### config.mk
export PLATFORM = sky130hd
export DESIGN_NAME = nfsa_map
export DESIGN_NICKNAME = d
export VERILOG_FILES = /design/src/rtl/nfsa_pkg.sv /design/src/rtl/nfsa_map.sv
export SDC_FILE = /design/constraint.sdc
export NUM_CORES = 2
export LEC_CHECK = 0
export BUFFER_PORTS_ARGS = -buffer_cell sky130_fd_sc_hd__buf_4
export CORE_MARGIN = 4
export CORE_UTILIZATION = 40
export CTS_CLUSTER_DIAMETER = 80
export CTS_CLUSTER_SIZE = 24
export DETAILED_ROUTE_END_ITERATION = 10
export HOLD_SLACK_MARGIN = 0.12
export PLACE_DENSITY = 0.51
export SLEW_MARGIN = 20
export SYNTH_ARGS = -nofsm -noshare
export SYNTH_HDL_FRONTEND = slang
export SYNTH_SLANG_ARGS = --single-unit
### constraint.sdc
create_clock -name clk -period 2.15 [get_ports clk]
set_input_delay 0.1075 -clock clk [delete_from_list [all_inputs] [get_ports clk]]
set_output_delay 0.1075 -clock clk [all_outputs]
set_load 0.03 [all_outputs]
### src/rtl/nfsa_pkg.sv
package nfsa_pkg;

	localparam int SLOTS      = 4096;
	localparam int SLOT_BYTES = 64;
	localparam int WORD_BITS  = 32;
	localparam int ROWS       = SLOTS / WORD_BITS;
	localparam int SLOT_W     = $clog2(SLOTS);
	localparam int OFF_W      = $clog2(WORD_BITS);
	localparam int ROW_W      = $clog2(ROWS);
	localparam int BYTE_SH    = $clog2(SLOT_BYTES);
	localparam int ADDR_W     = 48;
	localparam int SIZE_W     = 10;
	localparam int STATUS_W   = 3;

	localparam logic [ADDR_W-1:0] POOL_BASE_RST = 48'h10_0000;
	localparam logic [SIZE_W-1:0] MAX_SIZE      = SIZE_W'(SLOT_BYTES);
	localparam logic [ROW_W:0]    SCAN_LAST     = (ROW_W + 1)'(ROWS);

	localparam logic KIND_ALLOC = 1'b0;
	localparam logic KIND_FREE  = 1'b1;

	localparam logic [STATUS_W-1:0] ST_OK          = 3'd0;
	localparam logic [STATUS_W-1:0] ST_POOL_FULL   = 3'd1;
	localparam logic [STATUS_W-1:0] ST_DOUBLE_FREE = 3'd2;
	localparam logic [STATUS_W-1:0] ST_BAD_ADDRESS = 3'd3;
	localparam logic [STATUS_W-1:0] ST_TOO_LARGE   = 3'd4;

	typedef struct packed {
		logic              kind;
		logic [SIZE_W-1:0] request_size;
		logic [ADDR_W-1:0] free_address;
	} req_t;

	typedef struct packed {
		logic [ADDR_W-1:0]   block_address;
		logic [STATUS_W-1:0] status;
	} rsp_t;

	typedef struct packed {
		logic                 rd_en;
		logic [ROW_W-1:0]     rd_row;
		logic                 wr_en;
		logic [ROW_W-1:0]     wr_row;
		logic [WORD_BITS-1:0] wr_data;
	} map_req_t;

	typedef enum logic [1:0] {
		S_IDLE,
		S_SCAN,
		S_FREE_CHK,
		S_FIN
	} state_t;

endpackage

### src/rtl/nfsa_map.sv
module nfsa_map (
	input  logic                          clk,
	input  logic                          arst_n,
	input  nfsa_pkg::map_req_t            map_req,
	output logic [nfsa_pkg::WORD_BITS-1:0] rd_word
);
	import nfsa_pkg::*;

	logic [WORD_BITS-1:0] mem [ROWS];
	logic [WORD_BITS-1:0] rd_data_s1;
	logic [ROWS-1:0]      row_vld_q;
	logic                 rd_vld_s1;

	// free-map words; a row never written reads as all free
	always_ff @(posedge clk) begin
		if (map_req.wr_en) begin
			mem[map_req.wr_row] <= map_req.wr_data;
		end
		if (map_req.rd_en) begin
			rd_data_s1 <= mem[map_req.rd_row];
		end
	end

	always_ff @(posedge clk or negedge arst_n) begin
		if (!arst_n) begin
			row_vld_q <= '0;
			rd_vld_s1 <= 1'b0;
		end else begin
			if (map_req.wr_en) begin
				row_vld_q[map_req.wr_row] <= 1'b1;
			end
			if (map_req.rd_en) begin
				rd_vld_s1 <= row_vld_q[map_req.rd_row];
			end
		end
	end

	assign rd_word = rd_vld_s1 ? rd_data_s1 : '1;

endmodule

Word level (Yosys, flattened, before mapping) --
Memories as Yosys holds them, arrays and structs flattened. A register that Yosys moved wholly into a read port is not among the register bits. Cells that the tools add are included.
Word-level totals: flip-flop bits (word level) 129, bits in writable memories 4096, input bits 50, output and inout port bits 32, word-level logic and storage cells 15, memories 1
Operators by class: magnitude comparators 3, muxes and demuxes 7, bitwise logic cells 1, reductions and logical operators 1
Memory list:
- mem | words 128, width 32, read ports 1, clocked after memory_dff 1, write ports 1, RTL line nfsa_map.sv:9 | logic [WORD_BITS-1:0] mem [ROWS];
Operators with widths (number):
- OR 128 bit | 1
- two-way mux 32 bit | 1
- < comparator 7 x 8 -> 1 bit, second input constant | 2
- binary-select mux 1 bit (select 7 bit) | 1
- demux 1 bit (select 7 bit) | 1
- greater-or-equal comparator 7 x 1 -> 1 bit, second input constant | 1
- two-way mux 1 bit | 4
- logical AND 1 bit | 1

Logic depth before layout (Yosys ltp) --
depth after elaboration 5, gate-level depth with buffers 10, gate-level depth less buffers 6

Worst setup path before layout --
No wires, ideal clock.
path kind input-to-reg, from input map_req[34] (netlist name), to memory mem[108][0] (enable), setup time 0.422 ns, arrival time 2.586 ns, required time 1.728 ns, path slack -0.858 ns, stages on the path 6, buffers on the path 2, path through clkbuf_1 -> or3b_2 -> inv_1 -> nand2_1 -> clkbuf_1 -> nor2_1
RTL lines:
- start: declaration | RTL line nfsa_map.sv:4 | input nfsa_pkg::map_req_t map_req,
- end: declaration | RTL line nfsa_map.sv:9
No word-level cell before the write port.

==> impl_metrics.csv <==
group,metric,value,unit
power_and_ir_drop,clockPowerShare,31.3,%
global_routing,track_usage,22.5,%
timing,fin_crit,2.26,ns
setup_path,cp_cell_sequence,"mux4_2, mux4_2, o22ai_1, nor4_2",
final_layout,drive_above_1_share,37.9,%
setup_path,critPathCaptureType,"register",
die,design.portCount,82,
clock_network,h-tree-depth,4,
synthesis,async_flop_share,3.03,%
synthesis,synth_xor_area_share,0,%
timing,relSlewSlack,37.0,%
synthesis,synth_edf_count,4128,
drt,wl_per_cell,37.0,µm
synthesis,synth_top_area_cell,"edfxtp_1",
clock_network,post_cts_buffers,0,
timing,finalCritPeriodShare,105,%
timing,max_slew.worst_pin.slew,0.945,ns
synthesis,synth_warnings,0,
place,placed_area,178000,µm²
die,core,401000,µm²
setup_path,crit_path_start_kind,"register",
synthesis,synth.area.top_cells,"edfxtp_1, mux4_2, dfrtp_1",
place,io_buffers,81,
drt,routed_wl,469,mm
setup_path,worst_ep_required_time,2.86,ns
power_and_ir_drop,p_per_area,800,nW/µm²
setup_path,cpMostUsedCell,"mux4_2",
synthesis,synth_seq_cells,4257,
final_layout,area_delta_synth_final,15.4,%
synthesis,ys_types,39,
synthesis,syn_avg_cell_area,24.9,µm²
synthesis,synth.area.mux_share,18.4,%
final_layout,fillers,32643,
status,violations,"setup timing",
run,cap_violations,0,
place,place_congestion,0.814,
power_and_ir_drop,p_sw_share,22.0,%
timing,finalHoldViolCount,0,
power_and_ir_drop,worst_ir_drop_vdd,633,µV
power_and_ir_drop,seqPwrFrac,61.7,%
timing,clock_skew,0.0754,ns
die,dieArea,414000,µm²
die,die_y,643,µm
drt,firstDrtPassIters,5,
drt,drtIter0Drc,9832,
drt,ant_nets,0,
global_routing,grt_pass1_wl,647,mm
setup_path,cp_slowest_cell,"o22ai_1",
clock_network,cts-buffers-inserted,212,
setup_path,crit_buf_inv,0,
timing,fmax,442,MHz
clock_network,clock_path_buffers,4,
clock_network,numClockSinks,4257,
timing,setup_ws,-0.112,ns
timing,setup_viol,19,
power_and_ir_drop,p_int,116,mW
place,place_hpwl,274,mm
global_routing,grt_max_degree,129,
timing,grt_setup_unrepaired,"true",
global_routing,grt_pass1_vias,76476,
setup_path,slowest_delay,0.62,ns
synthesis,synth_area,161000,µm²
power_and_ir_drop,p_sw,32.8,mW
synthesis,synth_ff_type,"edfxtp_1",
synthesis,yosysTopAreaCellShare,76.8,%
synthesis,syn-num-nets,6520,
power_and_ir_drop,power.share.combinational,7.0,%
drt,num_vias,74655,
final_layout,fin_nets,7293,
synthesis,syn_inst,6470,
clock_network,clk_pin_slew_worst_paths,0.10,ns
drt,viasPerCell,5.90,
worst_hold_path,hold_path_class,"in -> reg",
setup_path,arrival,2.97,ns
die,die_w,643,µm
die,num_rows,232,
clock_network,clk_latency,0.96,ns
synthesis,synth-simple-area-share,1.28,%
status,status,"finished with violations",
clock_network,cts_tree,"yes",
power_and_ir_drop,leakage,57.6,nW
setup_path,path_delay_family,"multiplexers",
drt,drc,0,
global_routing,overflow,0,
timing,drv_slew,0,
clock_network,clockRootBuffer,"clkbuf_16",
setup_path,critical_path_class,"reg -> reg",
synthesis,synthAdderAreaFrac,0,%
setup_path,critical_path_peak_fanout,1,
synthesis,synth-compound-area-share,0.584,%
synthesis,synth_top_family_by_area,"multiplexers",
synthesis,seq_area_frac_synth,78.8,%
place,dpl_worst_slack,-1.22,ns
die,initial_utilization,40.3,%
global_routing,grt_antenna_before_repair,34,
final_layout,design_area,186000,µm²
-- layout by cell type, fill, tap and decap left out, types with 16 or more instances in the layout --
cell	instances
edfxtp_1	4128
mux4_2	1306
buf_4	453
buf_12	348
clkbuf_16	217
nor2_4	128
or2_2	128
dfrtp_1	128
clkbuf_1	64
o22ai_1	62
dlygate4sd3_1	57
o22ai_2	41
buf_6	34
o22ai_4	25
nand2b_1	21
diode_2	18
nor4_2	18
nand2_1	16
-- sequential cells by signal, indices dropped and copies added (netlist names) --
name        flops
mem          4096
row_vld_q     128
rd_data_s1     32
rd_vld_s1       1
-- synthesized netlist by cell type (all sizes together) (2+ instances only) --
master     n
edfxtp  4128
or3        3
nor2     133
or3b       2
nand2b    33
mux2i     16
nand2     23
dfrtp    129
a22oi      2
o22ai    128
nand4      4
mux4    1306
inv        7
nor2b      9
buf      197
or4        2
a311oi     2
nor3       2
a21oi      5
or2      128
nand3     13
nand3b     7
nor4      33
mux2       4
clkbuf   142
a211oi     2
-- worst register-to-register path, stage by stage (launching register included) --
cell and delay [ns]:
edfxtp_1 0.37, mux4_2 0.49, mux4_2 0.48, o22ai_1 0.62
nor4_2 0.06
-- stage by stage --
step | setup TNS, ns | power [mW] | util (%) | hold WS [ns] | instances
detailed placement | -27.52 | 104 | 44.5 | 0.171 | 12236
CTS | -1.91 | 150 | 46.4 | 0.131 | 12632
finish | -0.876 | 149 | 46.5 | 0.205 | 12650
global placement | -28.95 | 104 | 44.5 | 0.161 | 12236
floorplan | -1081.97 | 98.4 | - | -0.188 | 6470
global route | -1.96 | 154 | 46.5 | 0.147 | 12637
-- cells by family after synthesis --
family | Yosys count
muxes | 1326
and+or+nand+nor | 393
buffers and inverters | 347
DFF | 4257
AOI/OAI and AO/OA | 147
-- area by class of cell --
class,instances,area (µm²),area share (%)
antenna,18,45.0,0.0242
sequential,4257,127000,68.3
clock buffer,291,5810,3.12
tap,5265,6590,3.54
inverter,8,46.3,0.0249
multi-input combinational,1866,34500,18.5
clock inverter,47,633,0.340
timing repair buffer,898,11400,6.14
-- power groups by stage --
| stage | Combinational, mW | Sequential, mW | Clock, mW |
|---|---|---|---|
| 6_report | 10.5 | 91.9 | 46.6 |
| 3_3_place_gp | 10.1 | 93.7 | 0 |
| 4_1_cts | 10.6 | 91.9 | 47.8 |
| 5_1_grt | 11.0 | 92.0 | 50.9 |
| 3_5_place_dp | 10.2 | 93.8 | 0 |
| 2_1_floorplan | 4.76 | 93.6 | 0 |
-- final timing paths --
kind | from | end | slack [ns] | depth (start not counted)
hold reg to reg | row_vld_q[21] | row_vld_q[21] | 0.47 | 1
setup / recovery | mem[95][21] | rd_data_s1[21] | -0.11 | 4
min in group asynchronous | arst_n | row_vld_q[28] | 0.39 | 4
setup reg to reg | mem[95][21] | rd_data_s1[21] | -0.11 | 4
hold / removal | map_req[47] | rd_vld_s1 | 0.20 | 4
max in group asynchronous | arst_n | row_vld_q[119] | 1.44 | 4
-- what timing repair did --
action,4_1_cts,5_1_grt
endpoints found under the setup margin,45,90
hold buffers,59,0
pin swaps,13,15
resized for setup,126,51
hold endpoints to repair,7391,0
-- routing by layer --
layer / global-route usage (%) / up-vias / share of wire (%)
li1: - / 29507 / -
met1: 31.6 / 42064 / 41
met2: 37.7 / 2597 / 50
met3: 2.74 / 479 / 6.0
met4: 5.38 / 8 / 2.7
met5: 0 / - / 0.019
No activity file was read; power rests on OpenSTA's default activity.
