<file path="src/rtl/nfsa_pkg.sv">
package nfsa_pkg;

	localparam int SLOTS      = 4096;
	localparam int SLOT_BYTES = 64;
	localparam int WORD_BITS  = 32;
	localparam int ROWS       = SLOTS / WORD_BITS;
	localparam int SLOT_W     = $clog2(SLOTS);
	localparam int OFF_W      = $clog2(WORD_BITS);
	localparam int ROW_W      = $clog2(ROWS);
	localparam int BYTE_SH    = $clog2(SLOT_BYTES);
	localparam int ADDR_W     = 48;
	localparam int SIZE_W     = 10;
	localparam int STATUS_W   = 3;

	localparam logic [ADDR_W-1:0] POOL_BASE_RST = 48'h10_0000;
	localparam logic [SIZE_W-1:0] MAX_SIZE      = SIZE_W'(SLOT_BYTES);
	localparam logic [ROW_W:0]    SCAN_LAST     = (ROW_W + 1)'(ROWS);

	localparam logic KIND_ALLOC = 1'b0;
	localparam logic KIND_FREE  = 1'b1;

	localparam logic [STATUS_W-1:0] ST_OK          = 3'd0;
	localparam logic [STATUS_W-1:0] ST_POOL_FULL   = 3'd1;
	localparam logic [STATUS_W-1:0] ST_DOUBLE_FREE = 3'd2;
	localparam logic [STATUS_W-1:0] ST_BAD_ADDRESS = 3'd3;
	localparam logic [STATUS_W-1:0] ST_TOO_LARGE   = 3'd4;

	typedef struct packed {
		logic              kind;
		logic [SIZE_W-1:0] request_size;
		logic [ADDR_W-1:0] free_address;
	} req_t;

	typedef struct packed {
		logic [ADDR_W-1:0]   block_address;
		logic [STATUS_W-1:0] status;
	} rsp_t;

	typedef struct packed {
		logic                 rd_en;
		logic [ROW_W-1:0]     rd_row;
		logic                 wr_en;
		logic [ROW_W-1:0]     wr_row;
		logic [WORD_BITS-1:0] wr_data;
	} map_req_t;

	typedef enum logic [1:0] {
		S_IDLE,
		S_SCAN,
		S_FREE_CHK,
		S_FIN
	} state_t;

endpackage

</file>
<file path="src/rtl/nfsa_seq.sv">
module nfsa_seq (
	input  logic                        clk,
	input  logic                        arst_n,
	input  logic [nfsa_pkg::ADDR_W-1:0] pool_base,
	input  logic                        in_valid,
	output logic                        in_ready,
	input  nfsa_pkg::req_t              in_data,
	output logic                        res_valid,
	input  logic                        res_ready,
	output nfsa_pkg::rsp_t              res_data,
	output nfsa_pkg::map_req_t          map_req,
	input  logic [nfsa_pkg::WORD_BITS-1:0] rd_word
);
	import nfsa_pkg::*;

	state_t               state_q, state_d;
	logic [SLOT_W-1:0]    cur_q;
	logic [ROW_W-1:0]     scan_row_q;
	logic [ROW_W:0]       step_q;
	logic [SLOT_W-1:0]    slot_q;
	logic [STATUS_W-1:0]  res_status_q;
	logic                 res_alloc_q;

	logic                 accept;
	logic [ROW_W-1:0]     cur_row;
	logic [OFF_W-1:0]     cur_off;
	logic [ADDR_W-1:0]    offset;
	logic                 free_zero;
	logic                 free_bad;
	logic [SLOT_W-1:0]    free_slot;
	logic                 too_large;
	logic [WORD_BITS-1:0] mask;
	logic [WORD_BITS-1:0] hits;
	logic [WORD_BITS-1:0] lowest;
	logic [OFF_W-1:0]     enc;
	logic                 hit;
	logic                 slot_is_free;
	logic [ADDR_W-1:0]    slot_addr;

	assign accept  = in_valid && in_ready;
	assign cur_row = cur_q[SLOT_W-1:OFF_W];
	assign cur_off = cur_q[OFF_W-1:0];

	// free decode: offset from pool base, must be slot aligned and inside the pool
	assign offset    = in_data.free_address - pool_base;
	assign free_zero = (in_data.free_address == '0);
	assign free_bad  = (offset[BYTE_SH-1:0] != '0) ||
		(offset[ADDR_W-1:BYTE_SH+SLOT_W] != '0);
	assign free_slot = offset[BYTE_SH+SLOT_W-1:BYTE_SH];
	assign too_large = (in_data.request_size > MAX_SIZE);

	// first row of a scan only looks at or above the cursor
	assign mask   = (step_q == '0) ? ({WORD_BITS{1'b1}} << cur_off) : '1;
	assign hits   = rd_word & mask;
	assign lowest = hits & (~hits + WORD_BITS'(1));
	assign hit    = (hits != '0);

	always_comb begin
		enc = '0;
		for (int i = 0; i < WORD_BITS; i++) begin
			if (lowest[i]) begin
				enc = enc | OFF_W'(i);
			end
		end
	end

	assign slot_is_free = rd_word[slot_q[OFF_W-1:0]];
	assign slot_addr    = ADDR_W'(slot_q) << BYTE_SH;

	// next state
	always_comb begin
		state_d = state_q;
		case (state_q)
			S_IDLE: begin
				if (accept) begin
					if (in_data.kind == KIND_ALLOC) begin
						state_d = too_large ? S_FIN : S_SCAN;
					end else begin
						state_d = (free_zero || free_bad) ? S_FIN : S_FREE_CHK;
					end
				end
			end
			S_SCAN: begin
				if (hit || step_q == SCAN_LAST) begin
					state_d = S_FIN;
				end
			end
			S_FREE_CHK: state_d = S_FIN;
			S_FIN: begin
				if (res_ready) begin
					state_d = S_IDLE;
				end
			end
			default: state_d = S_IDLE;
		endcase
	end

	// outputs
	always_comb begin
		in_ready               = 1'b0;
		res_valid              = 1'b0;
		res_data.status        = res_status_q;
		res_data.block_address = res_alloc_q ? (pool_base + slot_addr) : '0;
		map_req                = '0;
		case (state_q)
			S_IDLE: begin
				in_ready = 1'b1;
				if (in_valid) begin
					map_req.rd_en  = (in_data.kind == KIND_ALLOC) ? !too_large
						: !(free_zero || free_bad);
					map_req.rd_row = (in_data.kind == KIND_ALLOC) ? cur_row
						: free_slot[SLOT_W-1:OFF_W];
				end
			end
			S_SCAN: begin
				if (hit) begin
					map_req.wr_en   = 1'b1;
					map_req.wr_row  = scan_row_q;
					map_req.wr_data = rd_word & ~lowest;
				end else if (step_q != SCAN_LAST) begin
					map_req.rd_en  = 1'b1;
					map_req.rd_row = scan_row_q + ROW_W'(1);
				end
			end
			S_FREE_CHK: begin
				if (!slot_is_free) begin
					map_req.wr_en   = 1'b1;
					map_req.wr_row  = slot_q[SLOT_W-1:OFF_W];
					map_req.wr_data = rd_word | (WORD_BITS'(1) << slot_q[OFF_W-1:0]);
				end
			end
			S_FIN: res_valid = 1'b1;
			default: ;
		endcase
	end

	always_ff @(posedge clk or negedge arst_n) begin
		if (!arst_n) begin
			state_q <= S_IDLE;
			cur_q   <= '0;
		end else begin
			state_q <= state_d;
			if (state_q == S_SCAN && hit) begin
				cur_q <= {scan_row_q, enc} + SLOT_W'(1);
			end
		end
	end

	always_ff @(posedge clk) begin
		case (state_q)
			S_IDLE: begin
				if (accept) begin
					scan_row_q  <= cur_row;
					step_q      <= '0;
					slot_q      <= free_slot;
					res_alloc_q <= 1'b0;
					if (in_data.kind == KIND_ALLOC) begin
						res_status_q <= too_large ? ST_TOO_LARGE : ST_OK;
					end else begin
						res_status_q <= (!free_zero && free_bad) ? ST_BAD_ADDRESS : ST_OK;
					end
				end
			end
			S_SCAN: begin
				if (hit) begin
					slot_q       <= {scan_row_q, enc};
					res_alloc_q  <= 1'b1;
					res_status_q <= ST_OK;
				end else if (step_q == SCAN_LAST) begin
					res_status_q <= ST_POOL_FULL;
				end else begin
					scan_row_q <= scan_row_q + ROW_W'(1);
					step_q     <= step_q + (ROW_W + 1)'(1);
				end
			end
			S_FREE_CHK: begin
				res_status_q <= slot_is_free ? ST_DOUBLE_FREE : ST_OK;
			end
			default: ;
		endcase
	end

	a_no_rd_wr_overlap: assert property (@(posedge clk) disable iff (!arst_n)
		!(map_req.rd_en && map_req.wr_en))
		else $error("free map read and write in the same cycle");

	a_alloc_clears_one: assert property (@(posedge clk) disable iff (!arst_n)
		(state_q == S_SCAN && map_req.wr_en) |->
		($countones(map_req.wr_data ^ rd_word) == 1))
		else $error("allocation must claim exactly one slot");

	a_free_sets_one: assert property (@(posedge clk) disable iff (!arst_n)
		(state_q == S_FREE_CHK && map_req.wr_en) |->
		($countones(map_req.wr_data ^ rd_word) == 1))
		else $error("free must release exactly one slot");

	a_cursor_moves_on_hit: assert property (@(posedge clk) disable iff (!arst_n)
		!$stable(cur_q) |-> $past(state_q == S_SCAN && hit))
		else $error("cursor moved without an allocation");

	a_busy_after_accept: assert property (@(posedge clk) disable iff (!arst_n)
		accept |=> !in_ready)
		else $error("new request taken before result was produced");

endmodule

</file>
<file path="config.mk">
export PLATFORM = sky130hd
export DESIGN_NAME = nfsa_seq
export DESIGN_NICKNAME = d
export VERILOG_FILES = /design/src/rtl/nfsa_pkg.sv /design/src/rtl/nfsa_seq.sv
export SDC_FILE = /design/constraint.sdc
export NUM_CORES = 1
export LEC_CHECK = 0
export ABC_AREA = 0
export BUFFER_PORTS_ARGS = -buffer_cell sky130_fd_sc_hd__buf_2
export CORE_MARGIN = 2
export CORE_UTILIZATION = 60
export DETAILED_ROUTE_END_ITERATION = 10
export GPL_TIMING_DRIVEN = 0
export PLACE_DENSITY = 0.91
export SYNTH_ARGS = -nofsm -noshare
export SYNTH_HDL_FRONTEND = slang
export SYNTH_SLANG_ARGS = --single-unit
</file>
<file path="constraint.sdc">
create_clock -name clk -period 6.9 [get_ports clk]
set_clock_uncertainty 0.2 [all_clocks]
set_input_delay 0.345 -clock clk [delete_from_list [all_inputs] [get_ports clk]]
set_output_delay 0.345 -clock clk [all_outputs]
set_load 0.1 [all_outputs]
</file>
# Yosys cells after proc, flatten, opt, wreduce, memory -nomap -nowiden
# Index checks and enable logic that the tools add are counted.
dict set report op_classes {
  muxes 104
  n_eq_ne 12
  shift 2
  bitwise 6
  order_cmp 2
  n_addsub 6
  n_reduce_logical 21
}
# op count
set ops {}
lappend ops {{40-bit 2-to-1 mux} 4}
lappend ops {{8-bit 2-to-1 mux} 14}
lappend ops {{32-bit AND} 3}
lappend ops {{5-bit 2-to-1 mux} 16}
lappend ops {{40-bit one-hot mux with 2 select lines} 1}
lappend ops {{32-bit inverter} 2}
lappend ops {{7-bit 2-to-1 mux} 8}
lappend ops {{48-bit by 18-bit adder with 48-bit output} 1}
lappend ops {{48-bit zero test} 1}
lappend ops {{12-bit 2-to-1 mux} 4}
lappend ops {{48-bit 2-to-1 mux} 1}
lappend ops {{48-bit subtractor} 1}
lappend ops {{3-bit 2-to-1 mux} 15}
lappend ops {{32-bit by 1-bit adder with 32-bit output, second input constant} 1}
lappend ops {{32-bit 2-to-1 mux} 1}
lappend ops {{4-bit 2-to-1 mux} 8}
lappend ops {{32-bit OR} 1}
lappend ops {{8-bit one-hot mux with 2 select lines} 2}
lappend ops {{32-bit nonzero test} 1}
lappend ops {{1-bit by 5-bit << shifter with 32-bit output, first input constant} 1}
lappend ops {{32-bit by 5-bit << shifter with 32-bit output, first input constant} 1}
lappend ops {{30-bit nonzero test} 1}
lappend ops {{2-bit 2-to-1 mux} 14}
lappend ops {{12-bit one-hot mux with 2 select lines} 1}
lappend ops {{other kinds (27)} 50}
dict set report word_totals {
  output_inout_bits 101
  register_bits 45
}

# Longest topological paths before layout
dict set report depth {
  word_depth 40
  depth_mapped 18
  mapped_depth_nobuf 15
}

# Worst setup path after synthesis
# OpenSTA, ideal clock, no wires.
dict set report synth_timing {
  kind {register to output}
  from {reg step_q[0]}
  to {out map_req[7] (netlist name)}
  arrival_time_ns 4.928
  stages_incl_launch_ff 16
  n_path_buf 3
  path_slack_ns 1.427
  path_cell_list {edfxtp_1 > inv_1 > ha_1 > nand2b_1 > clkbuf_1 > clkbuf_1 > nor4_1 > o31a_1 > and2_1 > nand4_1 > or3_4 > nor2_4 > nor2b_1 > clkbuf_1 > a21oi_1 > nor3b_1}
}
# element line
set synth_lines {}
lappend synth_lines {{start: declaration} nfsa_seq.sv:19} ;# logic [ROW_W:0] step_q;
lappend synth_lines {{start signal: assignment} nfsa_seq.sv:173} ;# step_q <= step_q + (ROW_W + 1)'(1);
lappend synth_lines {{end: declaration} nfsa_seq.sv:11} ;# output nfsa_pkg::map_req_t map_req,

==> impl_metrics.py <==
metrics = {
    "layout": {
        "final_cell_mix": "buf_2 (245), nor2_1 (138), a21oi_1 (124)",
        "synthToLayoutAreaGrowth_pct": 17.2,
        "layout.nets": 1857,
        "layout-drive-gt1-share": 0.186,
        "final_common_cell": "buf_2",
    },
    "grt": {
        "grt_max_degree": 17,
        "grt_use_total": 0.437,
        "grt_overflow": 0,
        "grt_pass1_wl_um": 60800,
        "antenna_found_initial": 1,
        "first_global_vias": 11500,
    },
    "timing": {
        "rsz0062_at_grt": "false",
        "worst_slack_ns": 0.996,
        "drv_slew": 0,
        "fin_crit_sh": 0.856,
        "setup_viol": 0,
        "tightest_slew_ns": 1.32,
        "fmax_mhz": 169,
        "min_period_ns": 5.90,
        "hold_viol": 0,
        "setup_tns_ns": 0,
        "slew_headroom": 0.114,
    },
    "floorplan": {
        "initial_utilization": 0.612,
        "die-area_sq_um": 17300,
        "core_sq_um": 15900,
        "placement_rows": 46,
        "die_y_um": 131,
        "fp.dieW_um": 131,
        "ios": 244,
    },
    "clocking": {
        "tritoncts": "yes",
        "clock_path_buffers": 2,
        "cts_setup_buffers": 0,
        "postCtsHoldBufs": 1,
        "cts.htree.levels": 2,
        "clockRootBuffer": "clkbuf_16",
        "clkLatencyLatePin_ns": 0.30,
        "cts_buffers": 5,
        "clk_pin_slew_ns": 0.08,
        "cts_sinks": 45,
        "ctsResizeCount": 0,
    },
    "route": {
        "routed_wl_um": 39300,
        "wl_per_cell_um": 21.1,
        "drt_pass1_iterations": 8,
        "vias_per_cell": 6.72,
        "remaining_drc_errors": 0,
        "vias": 12500,
        "first_iter_violations": 1485,
        "ant_nets": 0,
    },
    "placement": {
        "dp_hpwl_um": 32100,
        "gp_congestion": 1.15,
        "io_buffers": 242,
        "post-place-ws_ns": 1.50,
    },
    "synth": {
        "netlist_instances": 1395,
        "synth_cell_types": 89,
        "synth.yosys.seq_area_share": 0.132,
        "synth-async-reset-ratio": 0.311,
        "syn_nets": 1607,
        "syn_avg_cell_area_sq_um": 6.97,
        "synth_flop_cell": "edfxtp_1",
        "synth_edf_count": 31,
        "syn_area_sq_um": 9730,
        "ys_warn_count": 0,
        "ys_ff_latch": 45,
    },
    "worst_setup_path": {
        "crit_path_cell_trace": "inv_1, ha_1, nand2b_1, clkbuf_1, clkbuf_1, nor4_1, o31a_1, and2_1, nand4_1, or3_4, nor2_4, nor2b_1, clkbuf_1, clkbuf_1, o21ai_0, a21oi_1, buf_2",
        "slowest_delay_ns": 0.55,
        "worstPathRequired_ns": 6.36,
        "cp.arrival_ns": 5.36,
        "endpoint_kind": "primary output",
        "crit_fanout": 10,
        "start_kind": "flip-flop",
        "cp_common_cell": "clkbuf_1",
        "slowest_stage": "clkbuf_1",
        "critical_path_class": "reg2out",
    },
    "power_and_ir_drop": {
        "power.leakage_nw": 4.85,
        "power_density_nw_per_um2": 458,
        "peakVddDrop_v": 0.000741,
    },
    "hold_path": {
        "min_path_type": "in2reg",
    },
    "status": {
        "status": "finished clean",
    },
    "flow_run": {
        "max_cap_violations": 0,
    },
}
-- synthesized netlist by cell type (5+ instances only) --
| cell type | number | area share |
|---|---|---|
| inv_1 | 86 | 0.033 |
| nand4_1 | 36 | 0.023 |
| or2_2 | 6 | 0.0039 |
| o21ai_0 | 97 | 0.050 |
| o31ai_1 | 12 | 0.0093 |
| or4_1 | 7 | 0.0054 |
| nor2_1 | 138 | 0.053 |
| o2111ai_1 | 7 | 0.0063 |
| nand3b_1 | 7 | 0.0054 |
| a22oi_1 | 9 | 0.0069 |
| nand2_1 | 112 | 0.043 |
| nand4b_1 | 5 | 0.0045 |
| and3_1 | 13 | 0.0084 |
| nand3_1 | 48 | 0.025 |
| dfrtp_1 | 14 | 0.036 |
| o22ai_1 | 15 | 0.0096 |
| a211oi_1 | 17 | 0.013 |
| or3_1 | 16 | 0.010 |
| o21bai_1 | 18 | 0.014 |
| a21oi_1 | 125 | 0.064 |
| nor3_1 | 33 | 0.017 |
| mux2_2 | 10 | 0.012 |
| edfxtp_1 | 31 | 0.096 |
| nor2b_1 | 23 | 0.015 |
| clkbuf_1 | 68 | 0.026 |
| a21boi_1 | 6 | 0.0046 |
| mux4_2 | 10 | 0.023 |
| nand2b_1 | 13 | 0.0084 |
| o21ai_1 | 31 | 0.016 |
| ha_1 | 68 | 0.087 |
| a21o_1 | 15 | 0.012 |
| a31oi_1 | 16 | 0.010 |
| xor2_1 | 20 | 0.018 |
| o211ai_1 | 13 | 0.010 |
| and2_1 | 24 | 0.015 |
| and3b_1 | 5 | 0.0045 |
| buf_1 | 5 | 0.0019 |
| o31a_1 | 6 | 0.0054 |
| nor4_1 | 30 | 0.019 |
| o41ai_1 | 6 | 0.0054 |
| mux2i_1 | 14 | 0.014 |
| o21a_1 | 21 | 0.016 |
| xnor2_1 | 56 | 0.050 |
-- metal layers --
layer / vias to the layer above / global-route usage / wire length [um]
met1: 5726 / 0.601 / 15700
met5: - / 0.0175 / 0
met3: 131 / 0.124 / 5510
met2: 955 / 0.660 / 16400
li1: 5719 / - / -
met4: 0 / 0.143 / 1650
-- registers in the layout, indices dropped and copies added (netlist names) --
register	flops
cur_q	12
slot_q	12
res_alloc_q	1
scan_row_q	7
state_q	2
res_status_q	3
step_q	8
-- final timing paths --
| path | end | from | depth (start not counted) | slack, ns |
|---|---|---|---|---|
| hold / removal | res_status_q[2]$_DFFE_PP_ | in_data[55] | 3 | 0.28 |
| hold reg to reg | cur_q[11]$_DFFE_PN0P_ | cur_q[11]$_DFFE_PN0P_ | 2 | 0.34 |
| min in group asynchronous | cur_q[9]$_DFFE_PN0P_ | arst_n | 2 | 0.32 |
| setup / recovery | map_req[20] | step_q[0]$_SDFFCE_PN0P_ | 17 | 1.0 |
| setup reg to reg | cur_q[8]$_DFFE_PN0P_ | step_q[0]$_SDFFCE_PN0P_ | 16 | 1.23 |
| max in group asynchronous | cur_q[2]$_DFFE_PN0P_ | arst_n | 2 | 5.87 |
-- critical path: cells and delay by family (launching register included) --
family	cells	cell delay, ns
buf+inv	6	2.46
simple gates	7	1.05
compound gates	3	0.92
flops	1	0.41
fa+ha+maj	1	0.20
-- cells by family (layout without fill, tap and decap cells) --
| family | Yosys count | count (layout) | synth area share |
|---|---|---|---|
| adders and majority gates | 69 | 69 | 0.0895 |
| DFF | 45 | 45 | 0.132 |
| muxes | 37 | 37 | 0.0526 |
| xor gates and xnor gates | 76 | 76 | 0.0684 |
| AOI/OAI and AO/OA | 465 | 465 | 0.305 |
| and+or+nand+nor | 539 | 539 | 0.289 |
| buffers and inverters | 164 | 415 | 0.0644 |
| other | 0 | 2 | 0 |
-- stage by stage --
step | hold slack (ns) | cell area [sq um] | std cells | utilization | total power (W)
2_1_floorplan | -0.151 | 9730 | 1395 | - | 0.00387
3_3_place_gp | 0.0816 | 11200 | 1853 | 0.706 | 0.00475
3_5_place_dp | 0.0880 | 11200 | 1853 | 0.706 | 0.00482
4_1_cts | 0.255 | 11400 | 1862 | 0.717 | 0.00512
5_1_grt | 0.280 | 11400 | 1863 | 0.718 | 0.00542
6_report | 0.276 | 11400 | 1864 | 0.718 | 0.00522
-- power by group --
group | switching [W] | internal [W]
clock | 0.000121 | 0.000174
sequential | 0.000152 | 0.000494
combinational | 0.00334 | 0.000939
total | 0.00362 | 0.00161
-- cell type report --
cell class,count,area (sq um)
Multi-Input combinational cell,1186,7830
Fill cell,1347,4480
Sequential cell,45,1280
Timing Repair Buffer,243,1220
Inverter,87,327
Buffer,77,300
Tap cell,216,270
Clock buffer,5,125
Clock inverter,3,50.0
Antenna cell,2,5.00
Note: power is estimated with default switching activity, not from simulation.
